## config.mk

```make
export PLATFORM = sky130hd
export DESIGN_NAME = fair_share_task_dispatcher
export DESIGN_NICKNAME = d
export VERILOG_FILES = /design/src/fsd_pkg.sv /design/src/fair_share_task_dispatcher.sv /design/src/fsd_ram.sv
export SDC_FILE = /design/constraint.sdc
export NUM_CORES = 1
export LEC_CHECK = 0
export ABC_AREA = 0
export BUFFER_PORTS_ARGS = -buffer_cell sky130_fd_sc_hd__buf_2
export CORE_MARGIN = 2
export CORE_UTILIZATION = 45
export CTS_CLUSTER_SIZE = 24
export DETAILED_ROUTE_END_ITERATION = 10
export GPL_ROUTABILITY_DRIVEN = 0
export GPL_TIMING_DRIVEN = 0
export PLACE_DENSITY = 0.63
export SYNTH_ARGS = -nofsm -noshare
export SYNTH_HDL_FRONTEND = slang
export SYNTH_SLANG_ARGS = --single-unit
```

## constraint.sdc

```tcl
create_clock -name clk -period 7.8 [get_ports clk]
set_input_delay 1.56 -clock clk [delete_from_list [all_inputs] [get_ports clk]]
set_output_delay 1.56 -clock clk [all_outputs]
set_load 0.02 [all_outputs]
```

## src/fsd_pkg.sv

```systemverilog
// Shared constants, types and codes of the fair-share task dispatcher.
`timescale 1ns / 1ps

package fsd_pkg;

	// Table geometry
	localparam int TASK_SLOTS = 8;
	localparam int SLOT_W     = (TASK_SLOTS > 1) ? $clog2(TASK_SLOTS) : 1;
	localparam int CNT_W      = $clog2(TASK_SLOTS + 1);

	// Field widths
	localparam int OP_W       = 2;
	localparam int IN_SLOT_W  = 3;
	localparam int TIME_W     = 16;
	localparam int PRIO_W     = 4;
	localparam int VRT_W      = 24;
	localparam int SLICE_W    = 8;
	localparam int PROD_W     = TIME_W + PRIO_W;

	// Stream payload widths
	localparam int IN_DATA_W  = 40;
	localparam int OUT_DATA_W = 72;
	localparam int OUT_USER_W = 3;

	// Configuration port
	localparam int PADDR_W    = 3;
	localparam int PDATA_W    = 32;
	localparam int REG_IDX_W  = PADDR_W - 2;
	localparam logic [REG_IDX_W-1:0] REG_TIME_SLICE = '0;
	localparam logic [SLICE_W-1:0]   TIME_SLICE_RST = 8'd2;

	// Operation codes carried on the input tuser
	typedef enum logic [OP_W-1:0] {
		OP_LOAD     = 2'd0,
		OP_DISPATCH = 2'd1,
		OP_CLEAR    = 2'd2
	} op_t;

	// Sequencer states
	typedef enum logic [4:0] {
		ST_IDLE = 5'b00001,
		ST_SCAN = 5'b00010,
		ST_CALC = 5'b00100,
		ST_WB   = 5'b01000,
		ST_FIN  = 5'b10000
	} state_t;

	// One task record as it is stored in the table memory
	typedef struct packed {
		logic [VRT_W-1:0]  vrt;
		logic [TIME_W-1:0] rem;
		logic [PRIO_W-1:0] prio;
		logic [TIME_W-1:0] burst;
		logic [TIME_W-1:0] arr;
	} task_rec_t;

endpackage

```

## src/fair_share_task_dispatcher.sv

```systemverilog
// Top level of the fair-share task dispatcher: sequencer, task table and result register.
`timescale 1ns / 1ps

// Requests arrive on the s_ stream: tuser carries the operation (load, dispatch,
// clear) and tdata the slot, arrival, burst and priority of a load. Every request
// produces exactly one result on the m_ stream: tdata carries the chosen slot,
// run length, turnaround, waiting time and current time; tuser the idle, done and
// finished flags. The time slice register sits at APB address 0.
// Load, clear and unused requests pass through the finish state, which loads the
// output register once it is free, and the sequencer then returns to idle.
// A dispatch reads the eight table entries from the task memory one per cycle in
// the scan state, then passes through the calculate, write-back and finish states
// and returns to idle. One request is in work at a time.
// The next request is accepted as soon as the sequencer is idle, even while the
// previous result still waits in the output register. If the receiver stalls,
// a finished result waits in an internal stage until the output register frees.
// Reset clears all slots (through per-slot valid bits), the time, and sets the
// time slice to 2; the block is ready in the first cycle after reset.
module fair_share_task_dispatcher (
	input  logic                                 clk,
	input  logic                                 arst_n,
	// s_tdata: task_slot[2:0], arrival[18:3], burst[34:19], prio_level[38:35]
	input  logic                                 s_tvalid,
	output logic                                 s_tready,
	input  logic [fsd_pkg::IN_DATA_W-1:0]        s_tdata,
	// s_tuser: operation[1:0]
	input  logic [fsd_pkg::OP_W-1:0]             s_tuser,
	// m_tdata: chosen_slot[2:0], run_length[18:3], turnaround[34:19],
	//          waiting[50:35], time_now[66:51]
	output logic                                 m_tvalid,
	input  logic                                 m_tready,
	output logic [fsd_pkg::OUT_DATA_W-1:0]       m_tdata,
	// m_tuser: idle_flag[0], done_flag[1], finished_flag[2]
	output logic [fsd_pkg::OUT_USER_W-1:0]       m_tuser,
	input  logic                                 psel,
	input  logic                                 penable,
	input  logic                                 pwrite,
	input  logic [fsd_pkg::PADDR_W-1:0]          paddr,
	input  logic [fsd_pkg::PDATA_W-1:0]          pwdata,
	output logic [fsd_pkg::PDATA_W-1:0]          prdata,
	output logic                                 pready
);

	localparam int N      = fsd_pkg::TASK_SLOTS;
	localparam int SW     = fsd_pkg::SLOT_W;
	localparam int CW     = fsd_pkg::CNT_W;
	localparam int TW     = fsd_pkg::TIME_W;
	localparam int VW     = fsd_pkg::VRT_W;
	localparam int PW     = fsd_pkg::PRIO_W;
	localparam int RW     = $bits(fsd_pkg::task_rec_t);

	// Input field unpacking
	logic [fsd_pkg::IN_SLOT_W-1:0] in_slot;
	logic [TW-1:0]                 in_arr;
	logic [TW-1:0]                 in_burst;
	logic [PW-1:0]                 in_prio;
	logic                          in_acc;
	logic                          slot_ok;

	assign in_slot  = s_tdata[2:0];
	assign in_arr   = s_tdata[18:3];
	assign in_burst = s_tdata[34:19];
	assign in_prio  = s_tdata[38:35];
	assign in_acc   = s_tvalid && s_tready;
	assign slot_ok  = int'(in_slot) < N;

	// Control state
	fsd_pkg::state_t          state_q;
	logic [CW-1:0]            cnt_q;
	logic [N-1:0]             valid_q;
	logic [TW-1:0]            time_q;
	logic [fsd_pkg::SLICE_W-1:0] slice_q;
	logic                     out_vld_q;
	logic                     best_found_q;
	logic                     any_left_q;
	logic                     rd_vld_s1;

	// Payload registers
	logic [SW-1:0]            rd_slot_s1;
	logic [SW-1:0]            best_slot_q;
	logic [VW-1:0]            best_vrt_q;
	logic [TW-1:0]            best_rem_q;
	logic [TW-1:0]            best_arr_q;
	logic [TW-1:0]            best_burst_q;
	logic [PW-1:0]            best_prio_q;
	logic [TW-1:0]            soonest_arr_q;
	logic [TW-1:0]            run_q;
	logic [fsd_pkg::PROD_W-1:0] prod_q;
	logic [TW:0]              ab_sum_q;
	logic [SW-1:0]            res_slot_q;
	logic [TW-1:0]            res_run_q;
	logic                     res_idle_q;
	logic                     res_done_q;
	logic                     res_fin_q;
	logic [fsd_pkg::OUT_DATA_W-1:0] out_data_q;
	logic [fsd_pkg::OUT_USER_W-1:0] out_user_q;

	// Task memory
	logic                     ram_we;
	logic [SW-1:0]            ram_waddr;
	fsd_pkg::task_rec_t       ram_wdata;
	logic [SW-1:0]            ram_raddr;
	fsd_pkg::task_rec_t       ram_rdata;

	fsd_ram #(
		.WIDTH (RW),
		.DEPTH (N)
	) u_task_ram (
		.clk   (clk),
		.we    (ram_we),
		.waddr (ram_waddr),
		.wdata (ram_wdata),
		.raddr (ram_raddr),
		.rdata (ram_rdata)
	);

	// Configuration port: one register, writes take effect in the access cycle.
	logic cfg_wr;
	logic cfg_hit;

	assign pready  = 1'b1;
	assign cfg_hit = paddr[fsd_pkg::PADDR_W-1:2] == fsd_pkg::REG_TIME_SLICE;
	assign cfg_wr  = psel && penable && pwrite && pready && cfg_hit;
	assign prdata  = cfg_hit ? fsd_pkg::PDATA_W'(slice_q) : '0;

	// Scan evaluation of the entry read in the previous cycle.
	logic live_c;
	logic arrived_c;
	logic take_best_c;
	logic take_next_c;

	assign live_c      = rd_vld_s1 && valid_q[rd_slot_s1] && (ram_rdata.rem != '0);
	assign arrived_c   = ram_rdata.arr <= time_q;
	assign take_best_c = live_c && arrived_c
		&& (!best_found_q || (ram_rdata.vrt < best_vrt_q));
	assign take_next_c = live_c && !arrived_c
		&& (!any_left_q || (ram_rdata.arr < soonest_arr_q));

	// Run length and weight of the chosen task.
	logic [TW-1:0] slice_eff_c;
	logic [TW-1:0] run_c;
	logic [PW-1:0] weight_c;

	assign slice_eff_c = (slice_q == '0) ? TW'(1) : TW'(slice_q);
	assign run_c       = (best_rem_q < slice_eff_c) ? best_rem_q : slice_eff_c;
	assign weight_c    = (best_prio_q == '0) ? PW'(1) : best_prio_q;

	// Write-back values: saturating virtual runtime and time.
	logic [VW:0]   vrt_sum_c;
	logic [VW-1:0] vrt_new_c;
	logic [TW-1:0] rem_new_c;
	logic [TW:0]   time_sum_c;
	logic [TW-1:0] time_new_c;

	assign vrt_sum_c  = {1'b0, best_vrt_q} + (VW + 1)'(prod_q);
	assign vrt_new_c  = vrt_sum_c[VW] ? '1 : vrt_sum_c[VW-1:0];
	assign rem_new_c  = best_rem_q - run_q;
	assign time_sum_c = {1'b0, time_q} + {1'b0, run_q};
	assign time_new_c = time_sum_c[TW] ? '1 : time_sum_c[TW-1:0];

	// Memory port selection: load writes at acceptance, dispatch in write-back.
	logic load_wr;
	logic wb_wr;

	assign load_wr   = in_acc && (s_tuser == fsd_pkg::OP_LOAD) && slot_ok;
	assign wb_wr     = (state_q == fsd_pkg::ST_WB) && best_found_q;
	assign ram_we    = load_wr || wb_wr;
	assign ram_raddr = cnt_q[SW-1:0];

	always_comb begin
		ram_waddr = best_slot_q;
		ram_wdata = '{vrt: vrt_new_c, rem: rem_new_c, prio: best_prio_q,
			burst: best_burst_q, arr: best_arr_q};
		if (load_wr) begin
			ram_waddr = SW'(in_slot);
			ram_wdata = '{vrt: '0, rem: in_burst, prio: in_prio,
				burst: in_burst, arr: in_arr};
		end
	end

	// Turnaround and waiting time from the updated time.
	logic [TW-1:0] ta_c;
	logic [TW-1:0] wait_c;
	logic          load_out;

	assign ta_c     = res_fin_q ? (time_q - best_arr_q) : '0;
	assign wait_c   = (res_fin_q && ({1'b0, time_q} >= ab_sum_q))
		? (time_q - ab_sum_q[TW-1:0]) : '0;
	assign load_out = (state_q == fsd_pkg::ST_FIN) && (!out_vld_q || m_tready);

	assign s_tready = state_q == fsd_pkg::ST_IDLE;
	assign m_tvalid = out_vld_q;
	assign m_tdata  = out_data_q;
	assign m_tuser  = out_user_q;

	// Sequencer and control registers.
	always_ff @(posedge clk or negedge arst_n) begin
		if (!arst_n) begin
			state_q      <= fsd_pkg::ST_IDLE;
			cnt_q        <= '0;
			valid_q      <= '0;
			time_q       <= '0;
			slice_q      <= fsd_pkg::TIME_SLICE_RST;
			out_vld_q    <= 1'b0;
			best_found_q <= 1'b0;
			any_left_q   <= 1'b0;
			rd_vld_s1    <= 1'b0;
		end else begin
			if (cfg_wr) begin
				slice_q <= pwdata[fsd_pkg::SLICE_W-1:0];
			end
			rd_vld_s1 <= (state_q == fsd_pkg::ST_SCAN) && (cnt_q < CW'(N));
			// The output register empties unless a new result replaces it.
			if (out_vld_q && m_tready && !load_out) begin
				out_vld_q <= 1'b0;
			end
			case (state_q)
				fsd_pkg::ST_IDLE: begin
					if (in_acc) begin
						case (s_tuser)
							fsd_pkg::OP_LOAD: begin
								state_q <= fsd_pkg::ST_FIN;
								if (slot_ok) begin
									valid_q[SW'(in_slot)] <= 1'b1;
								end
							end
							fsd_pkg::OP_DISPATCH: begin
								state_q      <= fsd_pkg::ST_SCAN;
								cnt_q        <= '0;
								best_found_q <= 1'b0;
								any_left_q   <= 1'b0;
							end
							fsd_pkg::OP_CLEAR: begin
								state_q <= fsd_pkg::ST_FIN;
								valid_q <= '0;
								time_q  <= '0;
							end
							default: begin
								state_q <= fsd_pkg::ST_FIN;
							end
						endcase
					end
				end
				fsd_pkg::ST_SCAN: begin
					if (cnt_q < CW'(N)) begin
						cnt_q <= cnt_q + CW'(1);
					end else begin
						state_q <= fsd_pkg::ST_CALC;
					end
					if (take_best_c) begin
						best_found_q <= 1'b1;
					end
					if (take_next_c) begin
						any_left_q <= 1'b1;
					end
				end
				fsd_pkg::ST_CALC: begin
					state_q <= fsd_pkg::ST_WB;
				end
				fsd_pkg::ST_WB: begin
					state_q <= fsd_pkg::ST_FIN;
					if (best_found_q) begin
						time_q <= time_new_c;
					end else if (any_left_q) begin
						time_q <= soonest_arr_q;
					end
				end
				fsd_pkg::ST_FIN: begin
					if (load_out) begin
						out_vld_q <= 1'b1;
						state_q   <= fsd_pkg::ST_IDLE;
					end
				end
				default: begin
					state_q <= fsd_pkg::ST_IDLE;
				end
			endcase
		end
	end

	// Datapath registers: scan candidates, run arithmetic and result staging.
	always_ff @(posedge clk) begin
		rd_slot_s1 <= cnt_q[SW-1:0];
		if (in_acc) begin
			res_slot_q <= '0;
			res_run_q  <= '0;
			res_idle_q <= 1'b0;
			res_done_q <= 1'b0;
			res_fin_q  <= 1'b0;
		end
		if (take_best_c) begin
			best_slot_q  <= rd_slot_s1;
			best_vrt_q   <= ram_rdata.vrt;
			best_rem_q   <= ram_rdata.rem;
			best_arr_q   <= ram_rdata.arr;
			best_burst_q <= ram_rdata.burst;
			best_prio_q  <= ram_rdata.prio;
		end
		if (take_next_c) begin
			soonest_arr_q <= ram_rdata.arr;
		end
		if (state_q == fsd_pkg::ST_CALC) begin
			run_q    <= run_c;
			prod_q   <= run_c * weight_c;
			ab_sum_q <= {1'b0, best_arr_q} + {1'b0, best_burst_q};
		end
		if (state_q == fsd_pkg::ST_WB) begin
			if (best_found_q) begin
				res_slot_q <= best_slot_q;
				res_run_q  <= run_q;
				res_fin_q  <= rem_new_c == '0;
			end else if (any_left_q) begin
				res_run_q  <= soonest_arr_q - time_q;
				res_idle_q <= 1'b1;
			end else begin
				res_done_q <= 1'b1;
			end
		end
		if (load_out) begin
			out_data_q <= {5'b0, time_q, wait_c, ta_c, res_run_q,
				fsd_pkg::IN_SLOT_W'(res_slot_q)};
			out_user_q <= {res_fin_q, res_done_q, res_idle_q};
		end
	end

	// An accepted request always leaves the idle state.
	assert property (@(posedge clk) disable iff (!arst_n)
		in_acc |=> state_q != fsd_pkg::ST_IDLE)
		else $error("accepted request did not start the sequencer");

	// The scan counter never runs past the table.
	assert property (@(posedge clk) disable iff (!arst_n)
		(state_q == fsd_pkg::ST_SCAN) |-> (cnt_q <= CW'(N)))
		else $error("scan counter overran the table");

	// No memory write may disturb a scan in progress.
	assert property (@(posedge clk) disable iff (!arst_n)
		(state_q == fsd_pkg::ST_SCAN) |-> !ram_we)
		else $error("task memory written during scan");

	// A chosen task runs at least one tick and no longer than it has left.
	assert property (@(posedge clk) disable iff (!arst_n)
		wb_wr |-> ((run_q != '0) && (run_q <= best_rem_q)))
		else $error("run length out of range");

	// A clear request returns the time to zero.
	assert property (@(posedge clk) disable iff (!arst_n)
		(in_acc && (s_tuser == fsd_pkg::OP_CLEAR)) |=> (time_q == '0))
		else $error("clear did not reset the time");

endmodule

```

## src/fsd_ram.sv

```systemverilog
// Generic single-write, single-read memory with a registered read port.
`timescale 1ns / 1ps

module fsd_ram #(
	parameter int WIDTH = 8,
	parameter int DEPTH = 8,
	parameter int AW    = (DEPTH > 1) ? $clog2(DEPTH) : 1
) (
	input  logic             clk,
	input  logic             we,
	input  logic [AW-1:0]    waddr,
	input  logic [WIDTH-1:0] wdata,
	input  logic [AW-1:0]    raddr,
	output logic [WIDTH-1:0] rdata
);

	logic [WIDTH-1:0] mem [DEPTH];

	// Write port and registered read port.
	always_ff @(posedge clk) begin
		if (we) begin
			mem[waddr] <= wdata;
		end
		rdata <= mem[raddr];
	end

endmodule

```

==> Word-level counts from Yosys, hierarchy flattened <==
Memories as Yosys holds them, arrays and structs flattened. A register that Yosys moved wholly into a read port is not among the register bits.
Index checks and enable logic that the tools add are counted.
{ "totals": {"register_bits": 288, "ram_bits": 608, "input_bits": 84, "memories": 1} }
{ "classes": {"addsub": 8, "multipliers": 1, "order_cmp": 9, "n_eq_ne": 16, "n_mux": 56, "bitwise": 2, "reduce_logical": 41} }
{ "memory_table": {"columns": ["name", "words", "width", "read_ports", "rd_clocked_by_memory_dff", "wr", "line", "rtl"], "rows": [
  ["u_task_ram.mem", 8, 76, 1, 1, 1, "fsd_ram.sv:17", "logic [WIDTH-1:0] mem [DEPTH];"]
]} }
{ "ops": {"columns": ["operator", "count"], "rows": [
  ["$mux W16", 10],
  ["$mux W76", 1],
  ["$sub A16 B16 Y16", 4],
  ["$add A16 B16 Y17", 2],
  ["$pmux W16 S2", 1],
  ["$add A24 B20 Y25", 1],
  ["$pmux W5 S5", 1],
  ["$lt A24 B24 Y1", 1],
  ["$mux W24", 1],
  ["$mux W1", 22],
  ["$mul A16 B4 Y20", 1],
  ["$mux W5", 4],
  ["$logic_and A1 B1 Y1", 18],
  ["$ge A16 B17 Y1", 1],
  ["$le A16 B16 Y1", 1],
  ["$logic_not A16 Y1", 1],
  ["$lt A16 B16 Y1", 1],
  ["$lt A16 B8 Y1", 1],
  ["$mux W4", 4],
  ["$mux W8", 2],
  ["$pmux W8 S2", 1],
  ["$reduce_and A4 Y1", 4],
  ["$reduce_bool A16 Y1", 1],
  ["$mux W3", 4],
  ["other kinds (27)", 45]
]} }

==> Logic depth before layout (Yosys ltp) <==
Gate-level depths: netlist (run 1).
{ "depth": {"ltp_word": 8, "ltp_mapped": 23, "mapped_depth_nobuf": 23} }

==> Cells and area by module <==
From an unflattened synthesis (run 1), not the netlist that was laid out.
{ "hier_totals": {"cells_unflattened": 2825, "hier_area_um2": 43294.0} }
{ "modules_own_cells": {"columns": ["mod", "n_inst", "cells_each", "area_per_inst_um2", "seq_area_each_um2"], "rows": [
  ["fsd_ram", 1, 967, 24364.6, 19779.0],
  ["fair_share_task_dispatcher", 1, 1858, 18929.4, 8175.3]
]} }

==> Least setup slack after synthesis (run 1) <==
Ideal clock, no wire load.
{ "synth_timing": {"path_type": "register to register", "startpoint": "register time_q[1]", "endpoint": "register best_arr_q[0], enable pin", "arrival_time_ps": 7926, "required_time_ps": 7166, "slack_ps": -760, "path_stages_with_launch": 12, "path_buffers": 0, "period_less_slack_ps": 8560, "path_cell_list": "dfrtp_1 > inv_1 > ha_1 > nor2b_1 > o21a_1 > o21a_1 > o21a_1 > o21a_1 > o21ai_0 > a21oi_1 > o22a_1 > a211oi_1"} }
{ "synth_via": {"elab_chain_cells": 3} }
{ "synth_rtl": {"columns": ["item", "line", "rtl"], "rows": [
  ["from (decl)", "fair_share_task_dispatcher.sv:71", "logic [TW-1:0] time_q;"],
  ["from (signal assigned)", "fair_share_task_dispatcher.sv:263", "time_q <= time_new_c;"],
  ["from (signal assigned)", "fair_share_task_dispatcher.sv:265", "time_q <= soonest_arr_q;"],
  ["$le A16 B16 Y1", "fair_share_task_dispatcher.sv:133", "assign arrived_c = ram_rdata.arr <= time_q;"],
  ["$logic_and A1 B1 Y1", "fair_share_task_dispatcher.sv:134", "assign take_best_c = live_c && arrived_c"],
  ["$logic_and A1 B1 Y1", "fair_share_task_dispatcher.sv:135", "&& (!best_found_q || (ram_rdata.vrt < best_vrt_q));"],
  ["net take_best_c", "fair_share_task_dispatcher.sv:129", "logic take_best_c;"],
  ["to (signal assigned)", "fair_share_task_dispatcher.sv:295", "best_arr_q <= ram_rdata.arr;"],
  ["to (decl)", "fair_share_task_dispatcher.sv:83", "logic [TW-1:0] best_arr_q;"]
]} }
The timed path passes the listed nets, and every way through them passes these cells.
A chain may end at the register's enable or synchronous reset.

==> Worst setup path after layout (run 1) <==
{ "layout_timing": {"startpoint": "register slice_q[6] in the netlist's numbering", "endpoint": "register prod_q[12] in the netlist's numbering (data pin)"} }
{ "layout_via": {"elab_chain_cells": 5} }
{ "layout_rtl": {"columns": ["item", "line", "rtl"], "rows": [
  ["from (decl)", "fair_share_task_dispatcher.sv:72", "logic [fsd_pkg::SLICE_W-1:0] slice_q;"],
  ["from (signal assigned)", "fair_share_task_dispatcher.sv:203", "slice_q <= fsd_pkg::TIME_SLICE_RST;"],
  ["from (signal assigned)", "fair_share_task_dispatcher.sv:210", "slice_q <= pwdata[fsd_pkg::SLICE_W-1:0];"],
  ["$logic_not A8 Y1", "fair_share_task_dispatcher.sv:144", "assign slice_eff_c = (slice_q == '0) ? TW'(1) : TW'(slice_q);"],
  ["$mux W8 (*)", "fair_share_task_dispatcher.sv:144", null],
  ["$lt A16 B8 Y1", "fair_share_task_dispatcher.sv:145", "assign run_c = (best_rem_q < slice_eff_c) ? best_rem_q : slice_eff_c;"],
  ["$mux W16 (*)", "fair_share_task_dispatcher.sv:145", null],
  ["$mul A16 B4 Y20 (*)", "fair_share_task_dispatcher.sv:304", "prod_q <= run_c * weight_c;"],
  ["to (signal assigned)", "fair_share_task_dispatcher.sv:304", null],
  ["to (decl)", "fair_share_task_dispatcher.sv:88", "logic [fsd_pkg::PROD_W-1:0] prod_q;"]
]} }
Every way passes the cells marked *; elsewhere a longest branch is shown, timed or not.

==> results.txt, run 1 <==
- TritonCTS built the clock tree.
- Registers take 0.0280 mm².
- For this run, design rule violations remaining after detail routing come to 0.
- Total gr overflow: 0
- On the critical path the largest part of the delay comes from compound AO/OA/AOI/OAI gates.
- The initial antenna violation count came to 8.
* Detailed Routing Iterations Pass 1: 6
- In the finished design, the share of the clock period the worst path needs comes to approximately three quarters.
- The routed layout has roughly 26000 vias.
- Startpoint type of the worst setup path: register
* Synthesized instance count: between 2000 and 3000
* Worst-case headroom to the max-slew limit: 17.3%
- Remaining antenna violation count: 0
* Multi-input combinational cell area: 0.0144 mm²
- Routed wire length per instance: between 20 and 25 µm
* Final sum of negative setup slack: 0 ns
- Net count, final: 3510
- The run finished with clean final reports.
* Mapped Avg Cell Area: 15.2 µm²
- Count of pins over their slew limit: 0
- The H-tree was split into 3 levels.
- From synthesis to final layout, the design area changed by 15.6%.
* Final Power: 14.8 mW
* Register-to-register setup slack: 1.83 ns
- After routing the design area is 0.0500 mm².
- Measured in cells, the most critical reg-to-reg path has a length of 20.
- Capture endpoint of the worst hold path: rd_slot_s1[2]
- Number of global-route vias before repair: roughly 26000
* IO Pins: 194
- In this run the cell area of the synthesized design comes to ~0.043 mm².
- In this run, post-CTS hold repair placed 0 buffers.
* Post-place instance area: 0.0467 mm²
- Fill count: 7696
- The clock reaches the later pin of the worst-skew pair after 0.68 ns.
- After synthesis the netlist holds a flip-flop and latch count of 972.
* PostCTS Resize Cnt: 0
- Wire length of the first global-routing pass: 162 mm
* Crit Reg-Reg Endpoint: prod_q[12]
* Detailed placer's ending HPWL: about 78 mm
- Hold slack final: 0.367 ns
* Pin count of the biggest net entering global routing: 46
* Area of the core: around 0.095 mm²
* Via density per instance: 5.66
* Highest cell delay on the worst timing path: 0.63 ns
* Critical setup path kind: reg -> reg
- Total GRT Usage: 22.2%
* Worst hold path stage count: 0
- Arrival time of the worst setup path: 6.39 ns
* Starting utilization of the core area: between 40% and 50%
- Number of distinct standard cells referenced by the synthesized netlist: 83
- Clock sink total: 972
- Sequential elements use 64.6% of the synthesized area.
* Unrepaired setup endpoints after global routing: false
- Height of the die: ~310 µm
* Worst slew pin tran: 1.24 ns
- Total wire length after detailed routing: 109 mm
* Launch instance of the worst register-to-register path: slice_q[6]
- In the synthesized netlist the dominant register cell turns out to be edfxtp_1.
- Yosys printed 0 warnings.
- Yosys mapped a number of flops with a built-in enable equal to roughly 830.
* Sum of buffers and inverters on the critical path: 2
- The die is 314 µm wide.
* Root buffer selected by CTS: clkbuf_16
- Final min period: 5.97 ns
- Reported leakage power: 18.4 nW
* Number of design-rule violations left by the first detailed-router iteration: 2428
* Clock slew seen by the registers of the worst setup and hold paths: 0.06 ns
- STA classifies the critical path endpoint as a register.
* Setup Fix Bufs, Post-CTS: 0
- Achievable Freq: 167 MHz
- Max rail drop VDD: 174 µV
- By instance count, the cell type seen most on the critical path is o21a_1.
* Crit path cell chain: nor4_1 -> a41oi_1 -> o21a_1 -> o21a_1 -> o21ai_2 -> a21oi_2 -> a311oi_4 -> mux2i_1 -> nor2b_1 -> fa_1 -> inv_1 -> fa_1 -> inv_1 -> ha_1 -> nor2b_1 -> o31a_1 -> o311a_1 -> o21a_1 -> nor2_1 -> xnor2_1
- Die area: 0.0986 mm²
- Counting the buffers created by CTS gives 99.
- The longest clock path from root to sink contains 3 buffers.
* CP Max Fanout: 8
* Number of endpoints with negative hold slack in the final report: 0
- Final setup violation count: 0
* I/O Buffers: 135
* Maximum clock skew at final layout: between 0.03 and 0.04 ns
- Fraction of layout cells with a size suffix above 1: 19.6%
- Number of cell rows: 113
- Power per cell area: around 300 mW/mm²
- Origin of the worst min-delay path: cnt_q[2]
* # Max-Cap Violations: 0
* Critical path's slowest cell: mux2i_1
- The worst hold path belongs to the class reg -> reg.
- Required arrival time at the worst endpoint: 8.21 ns
- Share of async-settable or async-resettable flops after synthesis: 4.63%
[Yosys cell counts (all sizes together) (13+ instances only)]
| library cell | instances | share of area [%] |
|---|---|---|
| mux4 | 154 | 8.0 |
| dfxtp | 101 | 4.7 |
| nand4 | 14 | 0.20 |
| inv | 180 | 1.6 |
| o21ai | 93 | 1.1 |
| nor2b | 49 | 0.71 |
| edfxtp | 826 | 57 |
| a21oi | 122 | 1.4 |
| o21a | 27 | 0.47 |
| a21o | 41 | 0.71 |
| xor2 | 42 | 0.85 |
| ha | 199 | 5.8 |
| xnor2 | 55 | 1.1 |
| nor2 | 151 | 1.3 |
| fa | 35 | 1.6 |
| nand3 | 28 | 0.32 |
| nand2b | 27 | 0.39 |
| dfrtp | 43 | 2.5 |
| clkbuf | 64 | 0.56 |
| o221ai | 16 | 0.32 |
| nand2 | 190 | 1.6 |
| buf | 47 | 0.68 |
| a31oi | 13 | 0.19 |
| mux2 | 86 | 2.2 |
| nor3 | 43 | 0.50 |
[power breakdown]
group | internal, mW | switching, mW
clock network | 2.86 | 2.00
registers | 6.17 | 0.338
logic | 1.53 | 1.88
total | 10.6 | 4.22
[worst max-delay path by stage]
stage / slack (ns) / cells after the start / start / end
after CTS: 1.84 / 20 / slice_q[6] / prod_q[12]
after global placement: -4.23 / 6 / s_tvalid / u_task_ram.mem[7][53]
after floorplan: 1.46 / 5 / s_tvalid / u_task_ram.mem[1][0]
after detailed placement: 1.88 / 20 / slice_q[6] / prod_q[12]
after global routing: 1.40 / 20 / slice_q[6] / prod_q[12]
final: 1.83 / 20 / slice_q[6] / prod_q[12]
[state kept, by name (all words and copies together), names as in the netlist, 4 cells and up]
register,flops
state_q,5
best_prio_q,4
ab_sum_q,17
time_q,16
best_burst_q,16
soonest_arr_q,16
run_q,16
cnt_q,4
best_rem_q,16
slice_q,8
best_arr_q,16
best_vrt_q,24
res_run_q,16
u_task_ram.mem,608
prod_q,20
valid_q,8
m_tdata,67
u_task_ram.rdata,76
[final cells by class]
cell class,instances,area share (%)
clock buffers,130,5.43
repair buffers,177,2.96
plain buffers,111,1.07
inverters,180,1.35
well taps,1265,3.17
flip-flops and latches,972,55.9
clock inverters,56,1.26
diodes,2,0.0100
multi-input cells,1651,28.9
[through the flow]
stage	std cells	utilization [%]	setup slack (ns)
2_1_floorplan	2914	-	1.46
5_1_grt	4544	52.6	1.40
3_5_place_dp	4356	49.0	1.88
3_3_place_gp	4314	48.1	-4.23
6_report	4544	52.6	1.83
4_1_cts	4542	52.5	1.84
[per-layer routing]
layer	up-vias	part of all wire, %	GRT usage, %
met3	191	8.0	3.75
met4	2	3.2	8.10
met2	1072	47	35.5
li1	11400	-	-
met1	13000	42	30.6
met5	-	0.016	0
[layout by cell type (no fill, tap or decap), types with 28 or more instances in the layout]
cell,n
a21o_1,41
a21oi_1,121
buf_2,138
buf_4,31
clkbuf_1,85
clkbuf_16,101
conb_1,70
dfrtp_1,43
dfxtp_1,101
edfxtp_1,826
fa_1,35
ha_1,199
inv_1,180
mux2_2,85
mux4_2,154
nand2_1,190
nand3_1,28
nor2_1,143
nor2b_1,48
nor3_1,41
o21ai_0,90
xnor2_1,55
xor2_1,42
[cell families after synthesis]
logic type / after synthesis / synth area share, %
AOI/OAI and AO/OA: 429 / 6.57
and+or+nand+nor: 574 / 6.21
adders and majority gates: 234 / 7.38
muxes: 247 / 10.4
DFF: 972 / 64.6
buffers and inverters: 291 / 2.79
other: 2 / 0.0174
xor gates and xnor gates: 97 / 1.96
No activity file was read; power rests on OpenSTA's default activity.
==> run 2: changes to the inputs <==
PLACE_DENSITY = 0.6   (was 0.63)
clock period = 6 ns   (was 7.8 ns; I/O delays follow)
==> run 2 against run 1 <==
Setup slack worse by 1.5 ns. Sequential power up 30%. Power up 31%. Die area unchanged. Sequential share of layout area down 0.13 points. Via count down 1.5%.
==> results.txt, run 2 (synthesis results as in run 1) <==
* Worst hold path stage count: 0
- In this run the vertical extent of the chip is ~310 µm.
- The initial utilization of the core area, before any placement, comes to 45.5%.
* Total GRT Usage: 22.2%
* Total wire length after detailed routing: approximately 110 mm
- For this design the static power due to leakage is 18.4 nW.
* Count of hold buffers inserted by post-cts repair: 0
* Detailed Routing Iterations Pass 1: 6
- The path class of the tightest hold or removal check is reg -> reg.
- DRC violation count after routing: 0
* Final min period: 5.68 ns
* Most common cell after layout, fill and taps aside: edfxtp_1
- The detailed router finished its first iteration with 2312 violations.
- STA classifies the critical path startpoint as a register.
- Final Power: 19.3 mW
* Capture endpoint of the worst hold path: rd_slot_s1[2]
- Number of vias after detailed routing: 25300
- In the final layout, the share of cells above drive strength 1 is 19.6%.
- Max rail drop VDD: approximately 250 µV
* Number of cell rows: 113
- Counting the buffers created by CTS gives 98.
- The register with the most flip-flops in the layout has 608 of them.
* Worst-case headroom to the max-slew limit: 17.0%
- Relative to the synthesized area, the layout overhead comes to 15.9%.
* Origin of the worst min-delay path: cnt_q[2]
- Hold slack final: 0.388 ns
* Fill count: 7721
- Among cell families on the critical path, the largest total delay comes from compound AO/OA/AOI/OAI gates.
* Wire length of the first global-routing pass: 162 mm
- Crit path capture type: register
- Port buffering added ~140 buffers.
* Clock sink total: roughly 970
- Combinational share of power: 22.8%
* Psw: 5.47 mW
* Maximum clock skew at final layout: roughly 0.042 ns
- Clock slew seen by the registers of the worst setup and hold paths: approximately 0.06 ns
* Part of the power in registers: around 44%
* IO Pins: a little under 200
- Once detail routing completed, the nets flagged for antenna violations numbered 0.
* Chip Width: roughly 310 µm
- For this run, the post-layout net count is between 3000 and 4000.
- In this run the power density over the cells is 386 mW/mm².
- Net switching is 28.3% of the power.
* Via density per instance: 5.58
* Number of global-route vias before repair: 25900
- STA puts the critical path data required time at 6.39 ns.
- Critical path's slowest cell: fa_1
- The initial antenna violation count came to 11.
- For this run, the slowest stage of the critical path takes 0.54 ns.
- The run finished with clean final reports.
- No sink is reached through more buffers than the 3 on the longest clock path.
* Critical setup path kind: reg -> reg
- Root buffer selected by CTS: clkbuf_16
- Global routing finished with a remaining overflow of 0.
- Setup slack on the worst reg-to-reg path comes out at 0.32 ns.
- Per report_power, the clock group accounts for 33.6% of the total.
- The startpoint identified for the worst register-to-register timing path is slice_q[6].
- For the pin with the worst max-slew slack, the measured transition is 1.25 ns.
- For the worst flop-to-flop path, the logic depth is 21.
* Achievable Freq: 176 MHz
- Crit path cell chain: nor4_1 -> a41oi_1 -> o21a_1 -> o21a_1 -> o21ai_2 -> a21oi_2 -> a311oi_4 -> buf_12 -> mux2_4 -> and2_1 -> fa_1 -> inv_1 -> fa_1 -> inv_1 -> ha_1 -> nor2b_1 -> o31a_1 -> o311a_1 -> o21a_1 -> nor2_1 -> xnor2_1
- After floorplanning, the core was sized to cover 0.0952 mm².
* Setup WS post-layout: between 0.3 and 0.4 ns
- Internal power consumption: about 14 mW
- The library cells used most frequently in the layout, excluding fill and tap cells, are edfxtp_1, ha_1, nand2_1, inv_1, mux4_2.
- The most numerous cell type found on the critical path is o21a_1.
- Setup repair after global routing left no endpoint under its margin.
* Routed wire length per instance: 23.9 µm
* Sum of buffers and inverters on the critical path: 3
- The final critical path takes up between 90% and 100% of the cycle.
- Placement-stage worst setup slack: ~0.06 ns
- Entering global routing, the biggest net connects 46 pins.
* CP Max Fanout: 8
* # Max-Cap Violations: 0
* Count of pins over their slew limit: 0
* Worst-Skew Late Latency: 0.68 ns
- Data on the critical path arrives at its endpoint at roughly 6 ns.
* Detailed placer's ending HPWL: 77.8 mm
- TritonCTS built the clock tree.
* Crit Reg-Reg Endpoint: prod_q[12]
* Die area: 0.0986 mm²
* Number of endpoints with negative hold slack in the final report: 0
- Counting flops per register, the top entry is u_task_ram.mem.
- The clock tree synthesis step divided the H-tree into 3 levels.
- Final setup violation count: 0
[run 2: cell count changes in the layout (fill, tap and decap cells not counted), sizes merged]
cell      before  now
diode          2    4
clkinv        34   36
clkbuf       194  183
buf          224  223
inv          184  185
bufinv        12   18
clkinvlp       6    5
[run 2: area by class of cell]
cell class | instances | area, µm² | share of cell area, %
well taps | 1265 | 1580 | 3.16
inverters | 180 | 676 | 1.35
diodes | 4 | 10.0 | 0.0200
flip-flops and latches | 972 | 28000 | 55.8
repair buffers | 176 | 1500 | 2.99
plain buffers | 111 | 533 | 1.06
multi-input cells | 1651 | 14400 | 28.8
clock buffers | 119 | 2570 | 5.13
clock inverters | 64 | 861 | 1.72
[run 2: routing by layer]
layer | GRT usage, % | wire length (µm) | up-vias
met5 | 0 | 25 | -
met4 | 7.39 | 3070 | 4
met3 | 3.83 | 7870 | 179
met2 | 35.5 | 50700 | 892
met1 | 31.0 | 46900 | 12800
li1 | - | - | 11500
[run 2: per-stage QoR]
| step | setup TNS, ns | cells | instance area, µm² | utilization, % |
|---|---|---|---|---|
| after CTS | 0 | 4537 | 50100 | 52.6 |
| after global routing | 0 | 4541 | 50100 | 52.7 |
| after global placement | -3737.10 | 4314 | 45800 | 48.1 |
| after detailed placement | 0 | 4354 | 46700 | 49.0 |
| after floorplan | 0 | 2914 | 43500 | - |
| final | 0 | 4542 | 50100 | 52.7 |
[run 2: worst max path at each step]
stage / startpoint / endpoint / slack (ns) / cells past startpoint
floorplan: s_tvalid / u_task_ram.mem[1][0] / 0.02 / 5
global placement: s_tvalid / u_task_ram.mem[3][10] / -5.91 / 6
detailed placement: slice_q[6] / prod_q[12] / 0.06 / 20
CTS: slice_q[6] / prod_q[12] / 0.08 / 19
global route: slice_q[6] / prod_q[12] / 0.03 / 21
finish: slice_q[6] / prod_q[12] / 0.32 / 21
[run 2: timing repair]
| item | 4_1_cts | 5_1_grt |
|---|---|---|
| gates resized for setup | 1 | 1 |
| buffers inserted | 0 | 1 |
| gates cloned | 0 | 0 |
| setup endpoints to repair | 1 | 4 |
| pin swaps | 0 | 1 |
[run 2: power groups by stage]
stage / logic [mW] / clock network [mW] / registers (mW)
after floorplan: 3.15 / 0 / 8.46
after global placement: 4.26 / 0 / 8.60
after detailed placement: 4.38 / 0 / 8.59
after CTS: 4.42 / 6.59 / 8.45
after global routing: 4.85 / 6.84 / 8.49
final: 4.40 / 6.48 / 8.44
